==> config.mk <==
export PLATFORM = sky130hd
export DESIGN_NAME = ppe_cmd_queue
export DESIGN_NICKNAME = d
export VERILOG_FILES = /design/src/rtl/core/ppe_pkg.sv /design/src/rtl/core/ppe_cmd_queue.sv
export SDC_FILE = /design/constraint.sdc
export NUM_CORES = 1
export LEC_CHECK = 0
export BUFFER_PORTS_ARGS = -buffer_cell sky130_fd_sc_hd__buf_2
export CAP_MARGIN = 10
export CORE_MARGIN = 2
export CORE_UTILIZATION = 39
export CTS_CLUSTER_DIAMETER = 30
export DETAILED_ROUTE_END_ITERATION = 16
export GPL_ROUTABILITY_DRIVEN = 0
export GPL_TIMING_DRIVEN = 0
export MAX_ROUTING_LAYER = met4
export PLACE_DENSITY = 0.67
export SLEW_MARGIN = 40
export SYNTH_ARGS = -nofsm -noshare
export SYNTH_HDL_FRONTEND = slang
export SYNTH_SLANG_ARGS = --single-unit
==> constraint.sdc <==
create_clock -name i_clk -period 3.6 [get_ports i_clk]
set_clock_uncertainty 0.2 [all_clocks]
set_input_delay 0.18 -clock i_clk [delete_from_list [all_inputs] [get_ports i_clk]]
set_output_delay 0.18 -clock i_clk [all_outputs]
set_load 0.05 [all_outputs]
==> src/rtl/core/ppe_pkg.sv <==
// ----------------------------------------------------------------------------
// ppe_pkg
// Shared types, constants and channel placement functions for the palette
// pixel expander.
// ----------------------------------------------------------------------------
`default_nettype none

package ppe_pkg;

    localparam int PALETTE_ENTRIES_DEF = 256;

    localparam int INDEX_W = 8;
    localparam int LEVEL_W = 8;
    localparam int PIXEL_W = 24;
    localparam int NARROW_W = 16;
    localparam int CFG_IDX_W = 2;
    localparam int CFG_DATA_W = 24;
    localparam int SHIFT_W = 6;
    localparam int SHIFT_AMT_W = 5;

    localparam int QUEUE_DEPTH = 2;
    localparam int OB_DEPTH = 4;

    localparam logic [PIXEL_W-1:0] RST_RED_MASK = 24'h00F800;
    localparam logic [PIXEL_W-1:0] RST_GREEN_MASK = 24'h0007E0;
    localparam logic [PIXEL_W-1:0] RST_BLUE_MASK = 24'h00001F;
    localparam logic RST_WIDE_MODE = 1'b0;

    typedef enum logic [CFG_IDX_W-1:0] {
        CFG_RED_MASK = 2'd0,
        CFG_GREEN_MASK = 2'd1,
        CFG_BLUE_MASK = 2'd2,
        CFG_WIDE_MODE = 2'd3
    } t_cfg_reg;

    typedef enum logic {
        ACT_WRITE = 1'b0,
        ACT_CONVERT = 1'b1
    } t_action;

    typedef logic signed [SHIFT_W-1:0] t_shift;

    // One classified item on its way from front to back.
    typedef struct packed {
        logic is_conv;
        logic in_range;
        logic [INDEX_W-1:0] index;
        logic [PIXEL_W-1:0] word;
    } t_cmd;

    typedef struct packed {
        logic wide;
    } t_back_cfg;

    // Smallest k with 2**k >= mask, minus 8.
    function automatic t_shift channel_shift(input logic [PIXEL_W-1:0] mask);
        logic [SHIFT_AMT_W-1:0] k;
        k = SHIFT_AMT_W'(PIXEL_W);
        for (int i = PIXEL_W - 1; i >= 0; i--) begin
            if (((PIXEL_W+1)'(1) << i) >= {1'b0, mask}) begin
                k = SHIFT_AMT_W'(i);
            end
        end
        return $signed({1'b0, k}) - t_shift'(8);
    endfunction

    function automatic logic [PIXEL_W-1:0] place_channel(
        input logic [LEVEL_W-1:0] level,
        input logic [PIXEL_W-1:0] mask,
        input t_shift sh
    );
        logic [PIXEL_W-1:0] ext;
        logic [PIXEL_W-1:0] v;
        logic [SHIFT_AMT_W-1:0] amt;
        ext = {{(PIXEL_W-LEVEL_W){1'b0}}, level};
        if (sh > t_shift'(0)) begin
            amt = SHIFT_AMT_W'(sh);
            v = ext << amt;
        end else begin
            amt = SHIFT_AMT_W'(-sh);
            v = ext >> amt;
        end
        return v & mask;
    endfunction

endpackage

`default_nettype wire

==> src/rtl/core/ppe_cmd_queue.sv <==
// ----------------------------------------------------------------------------
// ppe_cmd_queue
// Short FIFO of classified items between front and back.
// ----------------------------------------------------------------------------
`default_nettype none

module ppe_cmd_queue #(
    parameter int DEPTH = ppe_pkg::QUEUE_DEPTH
) (
    input  wire logic          i_clk,
    input  wire logic          i_rst_n,
    input  wire logic          i_push,
    input  wire ppe_pkg::t_cmd i_entry,
    output logic               o_full,
    input  wire logic          i_pop,
    output ppe_pkg::t_cmd      o_head,
    output logic               o_head_valid
);

    localparam int PTR_W = $clog2(DEPTH);
    localparam int CNT_W = $clog2(DEPTH + 1);

    ppe_pkg::t_cmd r_slot [DEPTH];
    logic [PTR_W-1:0] r_wr, n_wr;
    logic [PTR_W-1:0] r_rd, n_rd;
    logic [CNT_W-1:0] r_cnt, n_cnt;

    always_comb begin
        n_wr = r_wr;
        n_rd = r_rd;
        n_cnt = r_cnt;
        if (i_push) begin
            n_wr = (r_wr == PTR_W'(DEPTH - 1)) ? '0 : r_wr + PTR_W'(1);
        end
        if (i_pop) begin
            n_rd = (r_rd == PTR_W'(DEPTH - 1)) ? '0 : r_rd + PTR_W'(1);
        end
        if (i_push && !i_pop) begin
            n_cnt = r_cnt + CNT_W'(1);
        end else if (!i_push && i_pop) begin
            n_cnt = r_cnt - CNT_W'(1);
        end
    end

    always_ff @(posedge i_clk) begin
        if (!i_rst_n) begin
            r_wr <= '0;
            r_rd <= '0;
            r_cnt <= '0;
        end else begin
            r_wr <= n_wr;
            r_rd <= n_rd;
            r_cnt <= n_cnt;
        end
    end

    always_ff @(posedge i_clk) begin
        if (i_push) begin
            r_slot[r_wr] <= i_entry;
        end
    end

    assign o_full = (r_cnt == CNT_W'(DEPTH));
    assign o_head_valid = (r_cnt != '0);
    assign o_head = r_slot[r_rd];

endmodule

`default_nettype wire

==> metrics <==
outcome=finished, final reports clean; area share of the largest cell type after synthesis=0.7637; syn nets=between 150 and 200; slowest stage delay, CP=0.36 ns; initial antenna violation count=0; synth unique cells=17; fmax=between 500 and 600 MHz; Most used DFF post-synth=edfxtp_1; Rows=30; clk sinks=73; setup bufs post-CTS=0; register area share after synthesis=0.8011; post-synthesis xor/xnor area fraction=0.009827; DR iter-0 viols=34; hold buffers post-CTS=37; drt first pass iters=4; post-route total power=1944 uW; drt total wl=5.017 mm; final core utilization=0.5562; fin crit share=0.5551; initial core utilization=0.3980; vias in the first global route=between 1500 and 2000; ant diodes=0; placed cell count=283; most used cell, CP=buf_2; fraction of layout cells with a size suffix above 1=0.5059; # resized after CTS=0; Die Height=86.80 um; Leakage Power=0.001449 uW; # H-tree levels=3; Final TNS setup=0 ns; Post-synth top cells=edfxtp_1, mux2_2, dfxtp_1, and2_1, buf_4; CTS Buf Count=9; clk_lat worst skew=0.34 ns; Slew Viols, Final=0; min Tclk post-route=approximately 2.0 ns; crit path buf inv count=3; top cells by area, synth=edfxtp_1, mux2_2, dfxtp_1; Finished Layout Cells=roughly 340; Area Overhead vs Synth=39.78%; Post-Synth Simple-Gate Area=0.02199; All-Layer GR Usage=0.1454; worst hold path type=primary input to flop; Max VDD drop=0.3469 mV; Fillers=approximately 530; Adder-Cell Fraction of Synth Area=0.004679; via count=approximately 1500; Power Density=approximately 520 mW/mm2; Synth Area in Compound Gates=0.007487; DRC=0; final hold vios=0; slew margin rel.=0.6756; Setup CP Type=flop to output port; slowest CP cell=mux2_2; synthesized area=0.002674 mm2; largest net degree at the start of global routing=35; I/O pins=74; Worst Max-Slew Pin Slew=0.4866 ns; Via density=4.597; largest family of logic cells by synthesized area=multiplexers; crit-path cells=buf_2 > buf_4 > mux2_2 > buf_2; kind of cell adding the most delay to the critical path=buffers and inverters; Critical Path Fanout Max=10; crit path launch type=flop; synthesized area per cell=~21 um2; ANT nets after route=0; first-pass GRT wire length=7.686 mm; RSZ-0062 raised after global routing=no; nets@finish=290; post-synthesis register bit count=73; CTS max path bufs=2; clock transition at the registers of the reported paths=approximately 0.070 ns; clk root buf=clkbuf_8; crit end category=output port; DIE WIDTH=86.80 um; Hold WS=roughly 0.13 ns; Port Buffers=73; number of synthesized flops with an enable pin=68; Final setup viols=0; required time worst endpoint=between 3 and 4 ns; data arrival time of the worst path=~1.6 ns; WL/cell=between 10 and 15 um; cell count after synthesis=128; ys async rst share=0; CTS tree=yes; core footprint=between 0.006 and 0.007 mm2; synth warn=0; full die area=0.007534 mm2; top-count cell post-synth=edfxtp_1; multiplexer area fraction after synthesis=0.1432; post-synth top area cell=edfxtp_1; dpl hpwl=just over 3 mm; total gr overflow=0; max_cap viols=0
-- state kept, by name, summed over array words and instances (netlist names), named ones only --
signal and flops:
r_slot 68, r_cnt 2, r_rd 1, r_wr 1
-- layer usage --
metal,GRT usage,vias up,part of all wire
li1,-,738,-
met1,0.1521,743,0.40
met2,0.2484,46,0.53
met3,0.03714,13,0.046
met4,0.08097,0,0.026
met5,-,-,0
-- final timing paths --
path	depth (start not counted)	slack, ns	end	startpoint
setup reg to reg	4	1.81	r_wr$_SDFFE_PN0P_	r_wr$_SDFFE_PN0P_
hold reg to reg	2	0.33	r_cnt[1]$_SDFFE_PN0P_	r_cnt[1]$_SDFFE_PN0P_
hold / removal	2	0.13	r_slot[0][6]$_DFFE_PP_	i_push
setup / recovery	4	1.60	o_head[11]	flop
-- layout by cell type (no fill, tap or decap), drive strengths merged, types with 2 or more instances in the layout --
cell / synthesis / routed
clkbuf: 0 / 10
clkinv: 0 / 4
mux2: 34 / 34
and2: 4 / 4
nor2b: 2 / 2
dlygate4sd3: 0 / 37
buf: 4 / 79
xor2: 2 / 2
edfxtp: 68 / 68
dfxtp: 5 / 5
-- report_power, final --
| part | internal (uW) | total (uW) | switching [uW] |
|---|---|---|---|
| combinational | 133 | 372 | 239 |
| sequential | 978 | 991 | 13.5 |
| clock | 309 | 581 | 271 |
| total | 1420 | 1940 | 524 |
-- cells by family after synthesis --
kind of cell    count (synthesis)
mux                            34
simple gates                    9
fa+ha+maj                       1
flops                          73
compound gates                  3
buf+inv                         5
xor+xnor                        3
-- metrics by stage --
stage               area, um2  setup slack (ns)
global route             3737             1.507
finish                   3737             1.602
global placement         3139            0.1247
detailed placement       3192             1.941
CTS                      3737             1.557
floorplan                2674             1.106
-- layout make-up --
cell class              instances  area [um2]  area share
plain buffers                   4       27.53    0.007365
flip-flops and latches         73        2142      0.5731
clock buffers                  10       127.6     0.03415
inverters                       1       3.754    0.001004
multi-input cells              50       510.5      0.1366
repair buffers                112       778.2      0.2082
clock inverters                 5       47.55     0.01272
well taps                      80       100.1     0.02678
(Power assumes the default switching activity.)
