`src/rtl/core/ppe_pkg.sv`:
```
// ----------------------------------------------------------------------------
// ppe_pkg
// Shared types, constants and channel placement functions for the palette
// pixel expander.
// ----------------------------------------------------------------------------
`default_nettype none

package ppe_pkg;

    localparam int PALETTE_ENTRIES_DEF = 256;

    localparam int INDEX_W = 8;
    localparam int LEVEL_W = 8;
    localparam int PIXEL_W = 24;
    localparam int NARROW_W = 16;
    localparam int CFG_IDX_W = 2;
    localparam int CFG_DATA_W = 24;
    localparam int SHIFT_W = 6;
    localparam int SHIFT_AMT_W = 5;

    localparam int QUEUE_DEPTH = 2;
    localparam int OB_DEPTH = 4;

    localparam logic [PIXEL_W-1:0] RST_RED_MASK = 24'h00F800;
    localparam logic [PIXEL_W-1:0] RST_GREEN_MASK = 24'h0007E0;
    localparam logic [PIXEL_W-1:0] RST_BLUE_MASK = 24'h00001F;
    localparam logic RST_WIDE_MODE = 1'b0;

    typedef enum logic [CFG_IDX_W-1:0] {
        CFG_RED_MASK = 2'd0,
        CFG_GREEN_MASK = 2'd1,
        CFG_BLUE_MASK = 2'd2,
        CFG_WIDE_MODE = 2'd3
    } t_cfg_reg;

    typedef enum logic {
        ACT_WRITE = 1'b0,
        ACT_CONVERT = 1'b1
    } t_action;

    typedef logic signed [SHIFT_W-1:0] t_shift;

    // One classified item on its way from front to back.
    typedef struct packed {
        logic is_conv;
        logic in_range;
        logic [INDEX_W-1:0] index;
        logic [PIXEL_W-1:0] word;
    } t_cmd;

    typedef struct packed {
        logic wide;
    } t_back_cfg;

    // Smallest k with 2**k >= mask, minus 8.
    function automatic t_shift channel_shift(input logic [PIXEL_W-1:0] mask);
        logic [SHIFT_AMT_W-1:0] k;
        k = SHIFT_AMT_W'(PIXEL_W);
        for (int i = PIXEL_W - 1; i >= 0; i--) begin
            if (((PIXEL_W+1)'(1) << i) >= {1'b0, mask}) begin
                k = SHIFT_AMT_W'(i);
            end
        end
        return $signed({1'b0, k}) - t_shift'(8);
    endfunction

    function automatic logic [PIXEL_W-1:0] place_channel(
        input logic [LEVEL_W-1:0] level,
        input logic [PIXEL_W-1:0] mask,
        input t_shift sh
    );
        logic [PIXEL_W-1:0] ext;
        logic [PIXEL_W-1:0] v;
        logic [SHIFT_AMT_W-1:0] amt;
        ext = {{(PIXEL_W-LEVEL_W){1'b0}}, level};
        if (sh > t_shift'(0)) begin
            amt = SHIFT_AMT_W'(sh);
            v = ext << amt;
        end else begin
            amt = SHIFT_AMT_W'(-sh);
            v = ext >> amt;
        end
        return v & mask;
    endfunction

endpackage

`default_nettype wire

```
`src/rtl/core/ppe_in_if.sv`:
```
// ----------------------------------------------------------------------------
// ppe_in_if
// Input channel: palette writes and convert requests.
// ----------------------------------------------------------------------------
`default_nettype none

interface ppe_in_if;
    logic valid;
    logic ready;
    logic action;
    logic [ppe_pkg::INDEX_W-1:0] color_index;
    logic [ppe_pkg::LEVEL_W-1:0] red_level;
    logic [ppe_pkg::LEVEL_W-1:0] green_level;
    logic [ppe_pkg::LEVEL_W-1:0] blue_level;

    modport source(
        output valid, action, color_index, red_level, green_level, blue_level,
        input ready
    );
    modport sink(
        input valid, action, color_index, red_level, green_level, blue_level,
        output ready
    );
endinterface

`default_nettype wire

```
`src/rtl/core/ppe_front.sv`:
```
// ----------------------------------------------------------------------------
// ppe_front
// Configuration registers, input acceptance, range check and pixel packing.
// ----------------------------------------------------------------------------
`default_nettype none

module ppe_front #(
    parameter int PALETTE_ENTRIES = ppe_pkg::PALETTE_ENTRIES_DEF
) (
    input  wire logic                            i_clk,
    input  wire logic                            i_rst_n,
    input  wire logic                            i_cfg_we,
    input  wire logic [ppe_pkg::CFG_IDX_W-1:0]   i_cfg_index,
    input  wire logic [ppe_pkg::CFG_DATA_W-1:0]  i_cfg_wdata,
    ppe_in_if.sink                               i_in,
    input  wire logic                            i_queue_full,
    output logic                                 o_push,
    output ppe_pkg::t_cmd                        o_entry,
    output ppe_pkg::t_back_cfg                   o_back_cfg
);

    logic [ppe_pkg::PIXEL_W-1:0] r_red_mask, r_green_mask, r_blue_mask;
    ppe_pkg::t_shift r_red_shift, r_green_shift, r_blue_shift;
    ppe_pkg::t_shift n_wdata_shift;
    logic r_wide;
    logic in_range;

    // Shift follows from the mask, so derive it once at the write.
    assign n_wdata_shift = ppe_pkg::channel_shift(i_cfg_wdata[ppe_pkg::PIXEL_W-1:0]);

    always_ff @(posedge i_clk) begin
        if (!i_rst_n) begin
            r_red_mask <= ppe_pkg::RST_RED_MASK;
            r_green_mask <= ppe_pkg::RST_GREEN_MASK;
            r_blue_mask <= ppe_pkg::RST_BLUE_MASK;
            r_red_shift <= ppe_pkg::channel_shift(ppe_pkg::RST_RED_MASK);
            r_green_shift <= ppe_pkg::channel_shift(ppe_pkg::RST_GREEN_MASK);
            r_blue_shift <= ppe_pkg::channel_shift(ppe_pkg::RST_BLUE_MASK);
            r_wide <= ppe_pkg::RST_WIDE_MODE;
        end else if (i_cfg_we) begin
            unique case (ppe_pkg::t_cfg_reg'(i_cfg_index))
                ppe_pkg::CFG_RED_MASK: begin
                    r_red_mask <= i_cfg_wdata[ppe_pkg::PIXEL_W-1:0];
                    r_red_shift <= n_wdata_shift;
                end
                ppe_pkg::CFG_GREEN_MASK: begin
                    r_green_mask <= i_cfg_wdata[ppe_pkg::PIXEL_W-1:0];
                    r_green_shift <= n_wdata_shift;
                end
                ppe_pkg::CFG_BLUE_MASK: begin
                    r_blue_mask <= i_cfg_wdata[ppe_pkg::PIXEL_W-1:0];
                    r_blue_shift <= n_wdata_shift;
                end
                ppe_pkg::CFG_WIDE_MODE: begin
                    r_wide <= i_cfg_wdata[0];
                end
                default: begin
                end
            endcase
        end
    end

    assign in_range = ({1'b0, i_in.color_index} < (ppe_pkg::INDEX_W+1)'(PALETTE_ENTRIES));

    assign i_in.ready = !i_queue_full;
    assign o_push = i_in.valid && !i_queue_full;

    always_comb begin
        o_entry.is_conv = (ppe_pkg::t_action'(i_in.action) == ppe_pkg::ACT_CONVERT);
        o_entry.in_range = in_range;
        o_entry.index = i_in.color_index;
        o_entry.word = ppe_pkg::place_channel(i_in.red_level, r_red_mask, r_red_shift)
                     | ppe_pkg::place_channel(i_in.green_level, r_green_mask, r_green_shift)
                     | ppe_pkg::place_channel(i_in.blue_level, r_blue_mask, r_blue_shift);
    end

    assign o_back_cfg.wide = r_wide;

endmodule

`default_nettype wire

```
`src/flat_wrapper.sv`:
```
// flat-port wrapper written by rule: the top's interface ports become plain ports
module ppe_front_flat 
#(
    parameter int PALETTE_ENTRIES = ppe_pkg::PALETTE_ENTRIES_DEF
)
  (i_clk, i_rst_n, i_cfg_we, i_cfg_index, i_cfg_wdata, i_queue_full, o_push, o_entry, o_back_cfg, i_in_valid, i_in_action, i_in_color_index, i_in_red_level, i_in_green_level, i_in_blue_level, i_in_ready);
  ppe_in_if i_in_i ();
  input  wire logic i_clk;
  input  wire logic i_rst_n;
  input  wire logic i_cfg_we;
  input  wire logic [ppe_pkg::CFG_IDX_W-1:0] i_cfg_index;
  input  wire logic [ppe_pkg::CFG_DATA_W-1:0] i_cfg_wdata;
  input  wire logic i_queue_full;
  output logic o_push;
  output ppe_pkg::t_cmd o_entry;
  output ppe_pkg::t_back_cfg o_back_cfg;
  input wire logic [$bits(i_in_i.valid)-1:0] i_in_valid;
  input wire logic [$bits(i_in_i.action)-1:0] i_in_action;
  input wire logic [$bits(i_in_i.color_index)-1:0] i_in_color_index;
  input wire logic [$bits(i_in_i.red_level)-1:0] i_in_red_level;
  input wire logic [$bits(i_in_i.green_level)-1:0] i_in_green_level;
  input wire logic [$bits(i_in_i.blue_level)-1:0] i_in_blue_level;
  output wire logic [$bits(i_in_i.ready)-1:0] i_in_ready;
  assign i_in_i.valid = i_in_valid;
  assign i_in_i.action = i_in_action;
  assign i_in_i.color_index = i_in_color_index;
  assign i_in_i.red_level = i_in_red_level;
  assign i_in_i.green_level = i_in_green_level;
  assign i_in_i.blue_level = i_in_blue_level;
  assign i_in_ready = i_in_i.ready;
  ppe_front #(.PALETTE_ENTRIES(PALETTE_ENTRIES)) u_core (.i_clk(i_clk), .i_rst_n(i_rst_n), .i_cfg_we(i_cfg_we), .i_cfg_index(i_cfg_index), .i_cfg_wdata(i_cfg_wdata), .i_in(i_in_i), .i_queue_full(i_queue_full), .o_push(o_push), .o_entry(o_entry), .o_back_cfg(o_back_cfg));
endmodule
```
`config.mk`:
```
export PLATFORM = sky130hd
export DESIGN_NAME = ppe_front_flat
export DESIGN_NICKNAME = d
export VERILOG_FILES = /design/src/rtl/core/ppe_pkg.sv /design/src/rtl/core/ppe_in_if.sv /design/src/rtl/core/ppe_front.sv /design/src/flat_wrapper.sv
export SDC_FILE = /design/constraint.sdc
export NUM_CORES = 1
export LEC_CHECK = 0
export BUFFER_PORTS_ARGS = -buffer_cell sky130_fd_sc_hd__buf_2
export CAP_MARGIN = 20
export CORE_AREA = 3 3 146 148
export DETAILED_ROUTE_END_ITERATION = 16
export DIE_AREA = 0 0 149 151
export MAX_ROUTING_LAYER = met4
export PLACE_DENSITY = 0.58
export SYNTH_ARGS = -nofsm -noshare
export SYNTH_HDL_FRONTEND = slang
export SYNTH_SLANG_ARGS = --single-unit
```
`constraint.sdc`:
```
create_clock -name i_clk -period 4.88 [get_ports i_clk]
set_input_delay 0.244 -clock i_clk [delete_from_list [all_inputs] [get_ports i_clk]]
set_output_delay 0.244 -clock i_clk [all_outputs]
set_load 0.01 [all_outputs]
```
==> impl_metrics.ini, run 1 <==
[route]
vias = 7319
drt_iter0_drc = 852
vias_per_cell = 5.89
ant_nets = 0
drcViolationCount = 0
wl_um = 26000
drtPass1Iterations = 5
wl_per_cell_um = 20.9

[synth]
synth-main-ff-cell = dfxtp_1
syn_area_mm2 = 0.00706
synthSimpleGateAreaFrac_pct = 29.6
synth-edff-count = 0
synth.most_common_cell = nand2_1
ys_top_cells_by_count = 216 x nand2_1, 91 x dfxtp_1, 78 x nand3_1
async_reset_ff_share_pct = 0
yosys-top-cells-area = dfxtp_1 26%, nand2_1 11%, a21boi_0 6.4%, nand3_1 5.5%, mux4_2 4.8%
synth_top_family_by_area = simple AND/OR/NAND/NOR gates
synthCells = 954
syn-num-nets = 1022
yosys_warnings = 0
ys_seq_area_share_pct = 25.8
synth_area_per_cell_um2 = 7.40
synth-compound-area-share_pct = 24.0
ys_seq_elements = 91
synth_cell_types = 75
synth_xor_xnor_area_share_pct = 0.993
synth_fa_ha_area_share_pct = 0.709
synth_mux_area_share_pct = 11.9
synth_top_area_share_pct = 25.8
synth_top_cell_by_area = dfxtp_1

[sta]
max_freq_mhz = 269
tightest_slew_ns = 1.00
timing.hold.ws_ns = 0.221
setup_viol = 0
finalCriticalPeriod_ns = 3.72
skew_ns = 0
rsz0062_at_grt = no
slew_violations = 0
maxSlewHeadroom_pct = 32.8
fin_crit_sh_pct = 76.2
setup_tns_ns = 0
finalHoldViolCount = 0

[cells_and_area]
nNetsFinal = 1036
area_growth_pct = 10.2
fillCellCount = 2112
diodes = 0
fin_util_pct = 38.5
final_design_area_no_fill_mm2 = 0.00777
layout-drive-gt1-share_pct = 15.7

[global_route]
grt_pass1_wl_um = 39300
grtUsageTotal_pct = 23.5
antenna_found_initial = 0
grt_pass1_vias = 6472
grt_max_degree = 63
grt_overflow = 0

[power]
power_density_mw_per_mm2 = 258
ir_drop_v = 0.000176
p_leak_nw = 2.98

[hold_path]
hp-start = i_cfg_wdata[3]
hold_class = primary input to register
worstHoldEndpoint = u_core.r_green_mask[3]$_SDFFE_PN0P_
min_delay_path_depth = 3

[floorplanning]
core_mm2 = 0.0202
die_h_um = 151
io_pins = 101
dieArea_mm2 = 0.0225
die_x_um = 149
initial_core_util_pct = 35.0
rows = 52

[run]
cap_violations = 0

[worst_setup_path]
r2r-start = u_core.r_blue_shift[2]$_SDFFE_PN1P_
startpoint_type = register
rrSetupSlack_ns = 3.44
crit_fanout = 21
worst-endpoint-arrival_ns = 3.47
worstSetupPathType = register to output port
r2r_cells = 2
crit_required_ns = 4.64
r2r_end = u_core.r_blue_shift[2]$_SDFFE_PN1P_
end_kind = output port

[clock_tree]
cts_tree = done
cts-root-buf = clkbuf_16
post_cts_buffers = 0
post_cts_resized = 0
ctsLongestPathBuffers = 2
path_clk_slew_ns = 0.07
htreeDepth = 3
cts_buffers = 9
insertion_delay_ns = 0.36
cts_hold_buf = 0
cts.sinks = 91

[placed_design]
placed_area_mm2 = 0.00748
gp_congestion = 0.980
io_buffers = 81
hpwlAfterDp_um = 19700

[status]
outcome = complete, no violations
power by group:
| group | leakage, nW | switching [mW] | total [mW] | internal, mW |
|---|---|---|---|---|
| sequential | 0.742 | 0.0395 | 0.810 | 0.771 |
| clock | 0.142 | 0.340 | 0.700 | 0.360 |
| combinational | 2.10 | 0.306 | 0.492 | 0.186 |
| total | 2.98 | 0.686 | 2.00 | 1.32 |
logic make-up (layout without fill, tap and decap cells):
group	Yosys count	after routing
AND/OR/NAND/NOR	432	432
AO/OA/AOI/OAI	242	242
XOR/XNOR	8	8
flip-flops	91	91
other	1	1
adder cells (fa/ha/maj)	4	4
buffers and inverters	113	132
multiplexers	63	63
how the worst max path moves through the flow:
stage	start	to	slack (ns)	cells after the start
detailed placement	u_core.r_blue_shift[0]$_SDFFE_PN1P_	o_entry[3]	1.62	8
global route	u_core.r_blue_shift[0]$_SDFFE_PN1P_	o_entry[7]	0.95	9
floorplan	u_core.r_green_shift[1]$_SDFFE_PN1P_	o_entry[1]	1.79	12
CTS	u_core.r_blue_shift[0]$_SDFFE_PN1P_	o_entry[3]	1.23	8
global placement	u_core.r_blue_shift[0]$_SDFFE_PN1P_	o_entry[3]	1.60	8
finish	u_core.r_blue_shift[0]$_SDFFE_PN1P_	o_entry[3]	1.16	8
cell type report:
type                    instances  area [um2]  share of cell area (%)
clock buffers                   9         225                    2.90
clock inverters                 7        67.6                   0.869
inverters                      26        97.6                    1.26
multi-input cells             750        4750                    61.1
flip-flops and latches         91        1820                    23.4
well taps                     270         338                    4.35
repair buffers                 90         473                    6.08
worst max-delay path: stages (launching register included):
cell      delay (ns)
dfxtp_1         0.85
inv_1           0.18
ha_1            0.57
mux4_2          0.36
a21oi_1         0.23
o32ai_1         0.11
a222oi_1        0.56
inv_1           0.08
buf_2           0.16
state kept, by name (all words and copies together) (netlist names):
name and cells:
u_core.r_green_shift 6, u_core.r_red_shift 6, u_core.r_red_mask 24, u_core.r_green_mask 24, u_core.r_blue_shift 6, u_core.r_blue_mask 24, u_core.o_back_cfg 1
stage by stage:
step / instances / power, mW / setup slack, ns
after floorplan: 954 / 1.14 / 1.79
after global placement: 1227 / 1.31 / 1.60
after detailed placement: 1227 / 1.31 / 1.62
after CTS: 1243 / 2.00 / 1.23
after global routing: 1243 / 2.09 / 0.950
final: 1243 / 2.00 / 1.16
cell usage in the layout (no fill, tap or decap), types with 4 or more instances in the layout:
| cell | n |
|---|---|
| o22ai_1 | 45 |
| xor2_1 | 5 |
| mux4_2 | 15 |
| inv_1 | 24 |
| nand2b_1 | 9 |
| nor2_1 | 38 |
| a31oi_1 | 6 |
| o2bb2ai_1 | 6 |
| a21o_1 | 4 |
| nand4_1 | 6 |
| a21boi_0 | 60 |
| a21oi_1 | 28 |
| buf_4 | 9 |
| nor2b_1 | 9 |
| nor4_1 | 5 |
| ha_1 | 4 |
| clkbuf_16 | 9 |
| nor3_1 | 12 |
| nand3b_1 | 19 |
| and3_1 | 5 |
| nand3_1 | 78 |
| mux2i_1 | 33 |
| or3_1 | 8 |
| a222oi_1 | 5 |
| o21ai_1 | 5 |
| dfxtp_1 | 91 |
| nand2_1 | 216 |
| buf_2 | 81 |
| o21a_1 | 5 |
| o21ai_0 | 25 |
| o211ai_1 | 11 |
| mux2_2 | 13 |
| a211oi_1 | 6 |
| o32ai_1 | 4 |
layer usage:
layer	global-route usage, %	up-vias	part of all wire, %
met5	-	-	0
met4	7.19	0	2.2
met3	2.21	33	7.7
met2	36.1	326	45
met1	32.9	3482	45
li1	-	3478	-
Power figures use the tool's default switching activity.
==> inputs of run 2 (changes only) <==
--- a/config.mk
+++ b/config.mk
@@ -5,11 +5,12 @@
 export SDC_FILE = /design/constraint.sdc
 export NUM_CORES = 1
 export LEC_CHECK = 0
+export ABC_AREA = 1
 export BUFFER_PORTS_ARGS = -buffer_cell sky130_fd_sc_hd__buf_2
 export CAP_MARGIN = 20
-export CORE_AREA = 3 3 146 148
+export CORE_AREA = 3 3 145 147
 export DETAILED_ROUTE_END_ITERATION = 16
-export DIE_AREA = 0 0 149 151
+export DIE_AREA = 0 0 148 150
 export MAX_ROUTING_LAYER = met4
 export PLACE_DENSITY = 0.58
 export SYNTH_ARGS = -nofsm -noshare
==> constraint.sdc (replaced) <==
create_clock -name i_clk -period 3.59 [get_ports i_clk]
set_input_delay 0.1795 -clock i_clk [delete_from_list [all_inputs] [get_ports i_clk]]
set_output_delay 0.1795 -clock i_clk [all_outputs]
set_load 0.01 [all_outputs]
==> run 2 against run 1 <==
Effect of this change: largest power group unchanged; sequential power rose by 37%; hold slack got worse by 0.096 ns; sequential cell count is the same; non-clock buffer count increased by 8; clock power up 39%; utilization increased by 0.15 points; critical path type unchanged; count of clock-buffer cells in the layout did not move; via count up 10%; combinational power increased by 52%; die area is 1.3% lower; register-to-register slack worse by 1.2 ns; first-iteration DRC count is 6.7% lower.
==> impl_metrics.ini, run 2 <==
[worst_setup_path]
worst-endpoint-arrival_ns = 3.08
startpoint_type = register
crit_required_ns = 3.41
end_kind = output port
r2r_cells = 5
crit_fanout = 16
rrSetupSlack_ns = 2.22
worstSetupPathType = register to output port

[clock_tree]
cts-root-buf = clkbuf_16
cts_buffers = 9
cts.sinks = 91
insertion_delay_ns = 0.36
htreeDepth = 3
path_clk_slew_ns = 0.08
cts_tree = done
ctsLongestPathBuffers = 2

[synth]
ys_top_cells_by_count = 238 x nand2_1, 186 x o21ai_0, 111 x inv_1
synth_top_family_by_area = simple AND/OR/NAND/NOR gates
yosys-top-cells-area = dfxtp_1 26%, o21ai_0 14%, nand2_1 13%, nand3_1 7.3%, a21oi_1 6.7%
async_reset_ff_share_pct = 0
synth_top_cell_by_area = dfxtp_1
synth_cell_types = 42
synth-edff-count = 0
synth_fa_ha_area_share_pct = 0.727
synth_mux_area_share_pct = 0.436
syn-num-nets = 1215
synth-main-ff-cell = dfxtp_1
synth.most_common_cell = nand2_1
synthSimpleGateAreaFrac_pct = 32.0
ys_seq_area_share_pct = 26.5
yosys_warnings = 0
synth_top_area_share_pct = 26.5
synth_xor_xnor_area_share_pct = 0.636
synthCells = 1147
synth-compound-area-share_pct = 28.6
syn_area_mm2 = 0.00689
ys_seq_elements = 91
synth_area_per_cell_um2 = 6.00

[route]
wl_per_cell_um = 18.4
wl_um = 26800
drtPass1Iterations = 5
vias_per_cell = 5.52
vias = 8050
ant_nets = 0
drt_iter0_drc = 795
drcViolationCount = 0

[global_route]
grtUsageTotal_pct = 24.7
grt_max_degree = 71
grt_pass1_wl_um = 41300
grt_overflow = 0
grt_pass1_vias = 7294
antenna_found_initial = 0

[placed_design]
io_buffers = 81
hpwlAfterDp_um = 21000
preCtsSetupSlack_ns = 0.651
gp_congestion = 0.973

[sta]
setup_tns_ns = 0
skew_ns = 0
finalHoldViolCount = 0
fin_crit_sh_pct = 90.8
maxSlewHeadroom_pct = 47.7
timing.hold.ws_ns = 0.125
finalWorstSetupSlack_ns = 0.332
rsz0062_at_grt = no
max_freq_mhz = 307
slew_violations = 0
finalCriticalPeriod_ns = 3.26
tightest_slew_ns = 0.779
setup_viol = 0

[power]
ir_drop_v = 0.000276
power_density_mw_per_mm2 = 366
p_leak_nw = 3.58
total_power_mw = 2.84

[hold_path]
hold_class = primary input to register
min_delay_path_depth = 3

[status]
outcome = complete, no violations

[floorplanning]
initial_core_util_pct = 34.4
dieArea_mm2 = 0.0222
core_mm2 = 0.0200
die_x_um = 148
die_h_um = 150
io_pins = 101
rows = 52

[cells_and_area]
final_cell_mix = 238 x nand2_1, 186 x o21ai_0, 111 x inv_1
nNetsFinal = 1251
diodes = 0
top_regs = u_core.r_blue_mask (24), u_core.r_green_mask (24), u_core.r_red_mask (24)
final_common_cell = nand2_1
fillCellCount = 2293
area_growth_pct = 12.6
layout-drive-gt1-share_pct = 12.4

[run]
cap_violations = 0
-- run 2: cell types whose count changed in the layout (fill, tap and decap cells not counted), sizes merged, moves of 27 or more --
cell,change
nor2,+69
mux2i,-30
a21oi,+65
o21ai,+159
inv,+92
o22ai,-44
a21boi,-55
nand2,+27
-- run 2: cells by family after synthesis --
group / count (synthesis)
flip-flops: 91
other: 1
adder cells (fa/ha/maj): 4
AND/OR/NAND/NOR: 500
XOR/XNOR: 5
multiplexers: 3
AO/OA/AOI/OAI: 351
buffers and inverters: 192
-- run 2: layer usage --
layer / global-route usage [%] / vias up / routed length [um]
met2: 35.6 / 341 / 11500
met1: 33.8 / 3677 / 12300
met3: 5.21 / 45 / 2160
met4: 9.42 / 0 / 884
met5: - / - / 0
li1: - / 3987 / -
-- run 2: area by class of cell --
class	instances	area [um2]	area share, %
clock buffer	9	225	2.90
clock inverter	7	76.3	0.984
inverter	119	449	5.79
multi-input combinational	864	4310	55.6
sequential	91	1820	23.5
tap	270	338	4.36
timing repair buffer	98	533	6.87
-- run 2: per-stage QoR --
stage                     std cells  utilization, %  cell area (um2)
final                          1458            38.7             7750
after global routing           1458            38.7             7750
after CTS                      1458            38.7             7750
after detailed placement       1442            37.2             7450
after global placement         1442            37.2             7450
after floorplan                1147               -             6890
-- run 2: final timing paths --
path                                         from                                   end
max            u_core.r_red_shift[0]$_SDFFE_PN0P_                            o_entry[9]
min                                i_cfg_index[1]        u_core.o_back_cfg$_SDFFE_PN0P_
max reg2reg  u_core.r_green_shift[3]$_SDFFE_PN0P_  u_core.r_green_shift[3]$_SDFFE_PN0P_
min reg2reg        u_core.o_back_cfg$_SDFFE_PN0P_        u_core.o_back_cfg$_SDFFE_PN0P_
-- run 2: worst max-delay path: stages, from the launching register on --
cell and delay [ns]:
dfxtp_1 0.61, inv_1 0.28, ha_1 0.31, nand4_1 0.12, nand2_1 0.19, inv_1 0.09, buf_4 0.19, nand2_1 0.06
inv_1 0.20, o2111ai_1 0.18, o311ai_0 0.22, buf_2 0.26
-- run 2: timing repair --
item,CTS,global route
endpoints found under the setup margin,0,1
hold buffers,0,0
resized for setup,0,2
buffers inserted,0,0
-- run 2: power breakdown --
part | internal, mW | switching [mW]
registers | 1.06 | 0.0522
logic | 0.231 | 0.518
clock network | 0.499 | 0.476
